$ cat src/top_k_min_heap_selector_top_assert.svh
// assertion macros for the top-k heap selector
// included by the modules that carry concurrent assertions
`ifndef TOP_K_MIN_HEAP_SELECTOR_TOP_ASSERT_SVH
`define TOP_K_MIN_HEAP_SELECTOR_TOP_ASSERT_SVH

// same-cycle implication under the active-low reset
`define TKH_ASSERT_IMPL(lbl, clk, rst_n, ante, cons) \
  lbl: assert property (@(posedge clk) disable iff (!(rst_n)) (ante) |-> (cons)) \
    else $error("tkh assertion failed");

// next-cycle implication under the active-low reset
`define TKH_ASSERT_NEXT(lbl, clk, rst_n, ante, cons) \
  lbl: assert property (@(posedge clk) disable iff (!(rst_n)) (ante) |=> (cons)) \
    else $error("tkh assertion failed");

`endif

$ cat src/tkh_pkg.sv
// shared types, field widths and command codes of the top-k heap selector
// no dependencies
`default_nettype none

package tkh_pkg;

  localparam int ID_W         = 31;
  localparam int SCORE_W      = 32;
  localparam int CMD_W        = 2;
  localparam int K_W          = 5;
  localparam int DATA_W       = 64;
  localparam int CAPACITY_DEF = 16;
  localparam int MAX_DUMP     = 16;

  localparam logic [K_W-1:0] K_RESET = 5'd16;

  typedef enum logic [CMD_W-1:0] {
    CMD_OFFER = 2'd0,
    CMD_DUMP  = 2'd1,
    CMD_CLEAR = 2'd2
  } cmd_e;

  typedef struct packed {
    logic [SCORE_W-1:0] score;
    logic [ID_W-1:0]    id;
  } entry_t;

  // signed order on the raw score bits
  function automatic logic score_gt(input logic [SCORE_W-1:0] a,
                                    input logic [SCORE_W-1:0] b);
    score_gt = $signed(a) > $signed(b);
  endfunction

endpackage

`default_nettype wire

$ cat src/top_k_min_heap_selector_top.sv
// Top-k selector: min-heap by score held in one two-read-port synchronous memory.
// Offer: written at once when empty; when full, S_RCHK drops a score not above the root.
//   Sift up: S_UP per level, S_PUT at the root. Root replace: S_DOWN per level after
//   S_RCHK (none with one entry held), S_PUT at a leaf. One memory read-compare per level.
// Dump: entries go out in index order, one word per cycle while taken;
//   no input is taken until a command finishes. Reset clears count, valid, active_k=16.
`default_nettype none

module top_k_min_heap_selector_top #(
  parameter int CAPACITY = tkh_pkg::CAPACITY_DEF
) (
  input  wire logic                      clk_i,
  input  wire logic                      rst_ni,
  // configuration: active_k
  input  wire logic                      cfg_we_i,
  input  wire logic [tkh_pkg::K_W-1:0]   cfg_wdata_i,
  // input stream
  input  wire logic                      s_axis_tvalid,
  output logic                           s_axis_tready,
  input  wire logic [tkh_pkg::DATA_W-1:0] s_axis_tdata,  // cand_id[30:0], cand_score[62:31], pad
  input  wire logic [tkh_pkg::CMD_W-1:0] s_axis_tuser,   // command[1:0]
  // output stream
  output logic                           m_axis_tvalid,
  input  wire logic                      m_axis_tready,
  output logic [tkh_pkg::DATA_W-1:0]     m_axis_tdata,   // out_id[30:0], out_score[62:31], pad
  output logic                           m_axis_tuser,   // entry_valid
  output logic                           m_axis_tlast    // is_last
);

  import tkh_pkg::*;

  `include "top_k_min_heap_selector_top_assert.svh"

  localparam int IW  = (CAPACITY > 1) ? $clog2(CAPACITY) : 1;
  localparam int HCW = $clog2(CAPACITY + 1);
  localparam int KW  = (HCW > K_W) ? HCW : K_W;
  localparam int DW  = IW + 1;

  localparam logic [2:0] S_IDLE  = 3'd0;
  localparam logic [2:0] S_UP    = 3'd1;
  localparam logic [2:0] S_RCHK  = 3'd2;
  localparam logic [2:0] S_DOWN  = 3'd3;
  localparam logic [2:0] S_PUT   = 3'd4;
  localparam logic [2:0] S_DUMP  = 3'd5;
  localparam logic [2:0] S_EMPTY = 3'd6;

  // control and working registers
  logic [2:0]     state_q, state_d;
  logic [HCW-1:0] held_q, held_d;
  logic [K_W-1:0] k_q;
  entry_t         cand_q, cand_d;
  logic [IW-1:0]  hole_q, hole_d;
  logic [DW-1:0]  child_q, child_d;

  // output register
  logic   out_valid_q, out_valid_d;
  entry_t out_ent_q, out_ent_d;
  logic   out_flag_q, out_flag_d;
  logic   out_last_q, out_last_d;
  logic   out_free;

  // entry memory
  entry_t        heap_mem_q [CAPACITY];
  entry_t        rda_q, rdb_q;
  logic          rd_en;
  logic [IW-1:0] ra_addr, rb_addr;
  logic          mem_we;
  logic [IW-1:0] mem_waddr;
  entry_t        mem_wdata;

  // derived quantities
  logic [KW-1:0]  keff;
  logic [KW-1:0]  held_k;
  logic [HCW-1:0] last_h;
  logic [DW-1:0]  last_d;
  logic [KW-1:0]  dump_n;
  logic           dump_end;
  logic           s_fire;
  entry_t         in_ent;
  cmd_e           cmd;

  // down-step helpers
  logic           sel_right;
  logic [DW-1:0]  c_idx;
  entry_t         c_ent;
  logic [DW-1:0]  next_child;
  logic [IW-1:0]  parent_idx;
  logic [IW-1:0]  gparent_idx;

  assign s_fire   = s_axis_tvalid && s_axis_tready;
  assign out_free = !out_valid_q || m_axis_tready;
  assign in_ent   = '{score: s_axis_tdata[ID_W +: SCORE_W], id: s_axis_tdata[ID_W-1:0]};
  assign cmd      = cmd_e'(s_axis_tuser);

  // effective k: zero acts as one, above capacity acts as capacity
  always_comb begin
    if (k_q == '0) begin
      keff = KW'(1);
    end else if (KW'(k_q) > KW'(CAPACITY)) begin
      keff = KW'(CAPACITY);
    end else begin
      keff = KW'(k_q);
    end
  end

  assign held_k   = KW'(held_q);
  assign last_h   = held_q - HCW'(1);
  assign last_d   = DW'(last_h);
  assign dump_n   = (held_k > KW'(MAX_DUMP)) ? KW'(MAX_DUMP) : held_k;
  assign dump_end = (KW'(hole_q) + KW'(1)) == dump_n;

  assign parent_idx  = (hole_q - IW'(1)) >> 1;
  assign gparent_idx = (parent_idx - IW'(1)) >> 1;

  // pick the smaller child, left on a tie
  assign sel_right  = (child_q < last_d) && score_gt(rda_q.score, rdb_q.score);
  assign c_idx      = sel_right ? child_q + DW'(1) : child_q;
  assign c_ent      = sel_right ? rdb_q : rda_q;
  assign next_child = {c_idx[IW-1:0], 1'b1};

  // sequencer
  always_comb begin
    state_d     = state_q;
    held_d      = held_q;
    cand_d      = cand_q;
    hole_d      = hole_q;
    child_d     = child_q;
    out_valid_d = out_valid_q && !m_axis_tready;
    out_ent_d   = out_ent_q;
    out_flag_d  = out_flag_q;
    out_last_d  = out_last_q;
    rd_en       = 1'b0;
    ra_addr     = '0;
    rb_addr     = '0;
    mem_we      = 1'b0;
    mem_waddr   = hole_q;
    mem_wdata   = cand_q;
    s_axis_tready = (state_q == S_IDLE);

    unique case (state_q)
      S_IDLE: begin
        if (s_fire) begin
          cand_d = in_ent;
          case (cmd)
            CMD_OFFER: begin
              if (held_k < keff) begin
                held_d = held_q + HCW'(1);
                if (held_q == '0) begin
                  mem_we    = 1'b1;
                  mem_waddr = '0;
                  mem_wdata = in_ent;
                end else begin
                  hole_d  = IW'(held_q);
                  rd_en   = 1'b1;
                  ra_addr = IW'((held_q - HCW'(1)) >> 1);
                  rb_addr = ra_addr;
                  state_d = S_UP;
                end
              end else if (held_q != '0) begin
                rd_en   = 1'b1;
                state_d = S_RCHK;
              end
            end
            CMD_DUMP: begin
              hole_d = '0;
              if (held_q == '0) begin
                state_d = S_EMPTY;
              end else begin
                rd_en   = 1'b1;
                state_d = S_DUMP;
              end
            end
            CMD_CLEAR: begin
              held_d = '0;
            end
            default: begin
            end
          endcase
        end
      end

      // rda holds the parent of the hole
      S_UP: begin
        mem_we = 1'b1;
        if (score_gt(rda_q.score, cand_q.score)) begin
          mem_wdata = rda_q;
          hole_d    = parent_idx;
          if (parent_idx == '0) begin
            state_d = S_PUT;
          end else begin
            rd_en   = 1'b1;
            ra_addr = gparent_idx;
            rb_addr = gparent_idx;
          end
        end else begin
          state_d = S_IDLE;
        end
      end

      // rda holds the root
      S_RCHK: begin
        if (score_gt(cand_q.score, rda_q.score)) begin
          hole_d = '0;
          if (held_q > HCW'(1)) begin
            rd_en   = 1'b1;
            ra_addr = IW'(1);
            rb_addr = (held_q > HCW'(2)) ? IW'(2) : IW'(1);
            child_d = DW'(1);
            state_d = S_DOWN;
          end else begin
            mem_we    = 1'b1;
            mem_waddr = '0;
            state_d   = S_IDLE;
          end
        end else begin
          state_d = S_IDLE;
        end
      end

      // rda/rdb hold the children of the hole
      S_DOWN: begin
        mem_we = 1'b1;
        if (!score_gt(cand_q.score, c_ent.score)) begin
          state_d = S_IDLE;
        end else begin
          mem_wdata = c_ent;
          hole_d    = c_idx[IW-1:0];
          if (next_child <= last_d) begin
            rd_en   = 1'b1;
            ra_addr = next_child[IW-1:0];
            rb_addr = (next_child < last_d) ? IW'(next_child + DW'(1)) : next_child[IW-1:0];
            child_d = next_child;
          end else begin
            state_d = S_PUT;
          end
        end
      end

      S_PUT: begin
        mem_we  = 1'b1;
        state_d = S_IDLE;
      end

      // rda holds entry hole_q of the dump
      S_DUMP: begin
        if (out_free) begin
          out_valid_d = 1'b1;
          out_ent_d   = rda_q;
          out_flag_d  = 1'b1;
          out_last_d  = dump_end;
          if (dump_end) begin
            state_d = S_IDLE;
          end else begin
            hole_d  = hole_q + IW'(1);
            rd_en   = 1'b1;
            ra_addr = hole_q + IW'(1);
            rb_addr = ra_addr;
          end
        end
      end

      S_EMPTY: begin
        if (out_free) begin
          out_valid_d = 1'b1;
          out_ent_d   = '0;
          out_flag_d  = 1'b0;
          out_last_d  = 1'b1;
          state_d     = S_IDLE;
        end
      end

      default: begin
        state_d = S_IDLE;
      end
    endcase
  end

  // control registers
  always_ff @(posedge clk_i or negedge rst_ni) begin
    if (!rst_ni) begin
      state_q     <= S_IDLE;
      held_q      <= '0;
      k_q         <= K_RESET;
      out_valid_q <= 1'b0;
    end else begin
      state_q     <= state_d;
      held_q      <= held_d;
      out_valid_q <= out_valid_d;
      if (cfg_we_i) begin
        k_q <= cfg_wdata_i;
      end
    end
  end

  // payload registers
  always_ff @(posedge clk_i) begin
    cand_q     <= cand_d;
    hole_q     <= hole_d;
    child_q    <= child_d;
    out_ent_q  <= out_ent_d;
    out_flag_q <= out_flag_d;
    out_last_q <= out_last_d;
  end

  // entry memory, one write and two registered reads per cycle
  always_ff @(posedge clk_i) begin
    if (mem_we) begin
      heap_mem_q[mem_waddr] <= mem_wdata;
    end
    if (rd_en) begin
      rda_q <= heap_mem_q[ra_addr];
      rdb_q <= heap_mem_q[rb_addr];
    end
  end

  // output port
  assign m_axis_tvalid = out_valid_q;
  assign m_axis_tdata  = {1'b0, out_ent_q.score, out_ent_q.id};
  assign m_axis_tuser  = out_flag_q;
  assign m_axis_tlast  = out_last_q;

  // checks
  `TKH_ASSERT_IMPL(a_no_rw_same_addr, clk_i, rst_ni, mem_we && rd_en,
    (mem_waddr != ra_addr) && (mem_waddr != rb_addr))
  `TKH_ASSERT_IMPL(a_held_in_range, clk_i, rst_ni, 1'b1, KW'(held_q) <= KW'(CAPACITY))
  `TKH_ASSERT_NEXT(a_dump_last_ends, clk_i, rst_ni,
    (state_q == S_DUMP) && out_free && dump_end, state_q == S_IDLE)
  `TKH_ASSERT_NEXT(a_held_step, clk_i, rst_ni, state_q != S_IDLE,
    held_q == $past(held_q))

endmodule

`default_nettype wire

$ cat config.mk
export PLATFORM = sky130hd
export DESIGN_NAME = top_k_min_heap_selector_top
export DESIGN_NICKNAME = d
export VERILOG_FILES = /design/src/tkh_pkg.sv /design/src/top_k_min_heap_selector_top.sv
export VERILOG_INCLUDE_DIRS = /design/src /design/src/src
export SDC_FILE = /design/constraint.sdc
export NUM_CORES = 2
export LEC_CHECK = 0
export BUFFER_PORTS_ARGS = -buffer_cell sky130_fd_sc_hd__buf_2
export CORE_MARGIN = 2
export CORE_UTILIZATION = 60
export CTS_CLUSTER_DIAMETER = 200
export DETAILED_ROUTE_END_ITERATION = 10
export PLACE_DENSITY = 0.85
export SLEW_MARGIN = 15
export SYNTH_ARGS = -nofsm -noshare
export SYNTH_HDL_FRONTEND = slang
export SYNTH_SLANG_ARGS = --single-unit
$ cat constraint.sdc
create_clock -name clk_i -period 18.05 [get_ports clk_i]
set_clock_uncertainty 0.1 [all_clocks]
set_input_delay 3.61 -clock clk_i [delete_from_list [all_inputs] [get_ports clk_i]]
set_output_delay 3.61 -clock clk_i [all_outputs]
set_load 0.005 [all_outputs]
==> flow_summary.ini <==
[drt]
vias = 38710
drc = 0
totalWireLength_mm = 168.5
ant_nets = 0
avgViaCountPerCell = 7.390
drt_iter0_drc = 6191
drtPass1Iterations = 6
wl_per_cell_um = 32.18

[timing]
max_freq_ghz = 0.09644
rsz0062_at_grt = false
hold_viol = 0
hold_ws_ns = 0.4140
tightest_slew_ns = 1.229
period_minus_slack_ns = 10.37
final.setup.tns_ns = 0
slew_violations = 0
max_slew_margin_pct = 18.04
setup_viol = 0
period_share_pct = 57.45

[yosys]
synth_cell_type_count = 76
yosysWarnings = 0
seq_area_frac_synth_pct = 64.20
syn-cell-area_um2 = 59950
synth.top_cell.area_share_pct = 63.62
ys_top_cells_by_area = edfxtp_1 64%, mux4_2 9.5%, mux2i_1 8.5%
synth_edf_count = 1270
synthesis.instances = 3743
synth-seq-cells = 1284
yosysMostFrequentCell = edfxtp_1
synth.largest_area_cell = edfxtp_1
synth_common_cells = 1270 x edfxtp_1, 507 x mux2i_1, 254 x o22ai_1, 252 x mux4_2, 128 x a22oi_1
avgSynthCellArea_um2 = 16.02
syn_nets = 3935
async_flop_share_pct = 1.090
ys.flop_type = edfxtp_1

[clock_tree]
clkTransAtPathRegs_ns = 0.06
tritoncts = built
clk_path_buf_depth = 3
cts_resized = 0
cts_buffers = 120
clock_sinks = 1284
postCtsSetupBuffers = 0
insertion_delay_ns = 0.72
clockRootBuffer = clkbuf_16
ctsHoldBuffers = 0
cts.htree.levels = 3

[global_routing]
grt_pass1_wl_mm = 246.3
grt_pass1_vias = 38770
antenna_found_initial = 3
grt_max_degree = 156
grt_overflow = 0
grt_usage_pct = 32.56

[layout]
layout-drive-gt1-share_pct = 18.28
final.fill_count = 6206
seq_area_um2 = 38490
nets = 4041
multi_input_area_um2 = 20110
synthToLayoutAreaGrowth_pct = 10.17

[job]
cap_viol_max_count = 0

[floorplan]
initial_utilization_pct = 60.73
dieArea_um2 = 102500
die_width_um = 320.1
die_h_um = 320.1
row_count = 115
coreArea_um2 = 98710
pin_count = 144

[status]
outcome = finished, final reports clean

[critical_path]
worstPathRequired_ns = 18.39
worstSetupPathType = register to register
setup.worst_path.start_class = register
crit_fanout = 128
arrival_ns = 10.71
endpoint_kind = register

[pwr]
power_density_nw_per_um2 = 196.2
power_leakage_nw = 21.25
ir_drop_uv = 177.7

[placement]
gp_congestion = 0.9435
place_hpwl_mm = 90.43
portBuffers = 141

[min_path]
hold_class = register to register
-- final timing paths --
kind                       startpoint  endpoint  slack, ns  cells past startpoint
max                         rda_q[39]  rda_q[5]       7.68                     23
min reg2reg                    k_q[0]    k_q[0]       0.41                      1
min                            k_q[0]    k_q[0]       0.41                      1
max in group asynchronous      rst_ni    k_q[4]      14.87                      1
max reg2reg                 rda_q[39]  rda_q[5]       7.68                     23
min in group asynchronous      rst_ni    k_q[2]       2.69                      1
-- critical path: stages, from the launching register on --
cell      delay, ns
edfxtp_1       0.57
ha_1           0.37
nand3_1        0.14
o211ai_1       0.16
o211a_1        0.25
o31a_1         0.36
o31ai_4        0.93
buf_4          0.57
nor2_1         0.08
a21oi_1        0.18
ha_1           0.29
a21oi_1        0.16
o21ai_0        0.12
a221oi_1       0.64
o221ai_1       0.29
or3_1          0.40
a21bo_2        0.57
o31ai_4        0.34
buf_4          0.66
buf_12         0.73
buf_4          0.96
mux2i_1        0.31
o22ai_1        0.13
or4_1          0.58
-- where the power goes --
part	leakage, nW	internal, W	total, W	switching [W]
Sequential	11.8	0.00461	0.00493	0.000318
Combinational	7.63	0.00200	0.00552	0.00353
Clock	1.87	0.00140	0.00250	0.00111
-- placed cells by master (no fill, tap or decap), types with 21 or more instances in the layout --
master	count
edfxtp_1	1270
mux2i_1	507
o22ai_1	253
mux4_2	252
buf_2	141
a22oi_1	128
clkbuf_16	122
o21ai_0	117
inv_1	116
ha_1	116
a21oi_1	114
nand2_1	110
buf_4	95
or4_1	66
nor2_1	54
and2_1	37
a221o_1	35
a221oi_1	34
a22o_1	31
clkinv_1	27
clkbuf_1	25
nand4_1	21
-- per-layer routing --
metal	up-vias	GRT usage (%)	routed length, um
met3	709	8.164	26570
li1	15610	-	-
met2	3425	50.21	77150
met1	18960	43.32	55400
met4	2	16.95	9415
met5	-	0	11
-- area by class of cell --
cell class              instances  area share (%)
diodes                          2        0.007578
clock buffers                 147           4.765
clock inverters                75           1.091
inverters                     117          0.6650
multi-input cells            2085           30.45
flip-flops and latches       1284           58.28
well taps                    1287           2.438
repair buffers                241           2.300
-- flip-flops by register name (all words and copies together), names as in the netlist, 3 cells and up --
name          count
cand_q           63
child_q           4
heap_mem_q     1008
held_k            5
hole_q            4
k_q               5
m_axis_tdata     63
rda_q            63
rdb_q            63
state_q           3
-- metrics by stage --
step	worst slack [ns]	cell area, um2	util, %	power, W	instances
final	7.681	66040	66.91	0.01296	5238
after global routing	7.321	66040	66.91	0.01343	5237
after CTS	7.902	66010	66.88	0.01280	5235
after detailed placement	7.941	62150	62.96	0.01028	5013
after global placement	8.012	62150	62.96	0.01008	5013
after floorplan	7.331	59950	-	0.008639	3743
-- kinds of logic (layout without fill, tap and decap cells) --
| kind of cell | after synthesis | after routing | synth area share (%) |
|---|---|---|---|
| DFF | 1284 | 1284 | 64.20 |
| AOI/OAI and AO/OA | 796 | 796 | 8.864 |
| muxes | 765 | 765 | 18.05 |
| and+or+nand+nor | 394 | 394 | 3.496 |
| buffers and inverters | 374 | 580 | 2.751 |
| adders and majority gates | 116 | 116 | 2.421 |
| xor gates and xnor gates | 13 | 13 | 0.2129 |
| other | 1 | 3 | 0.006255 |
(Power assumes the default switching activity.)
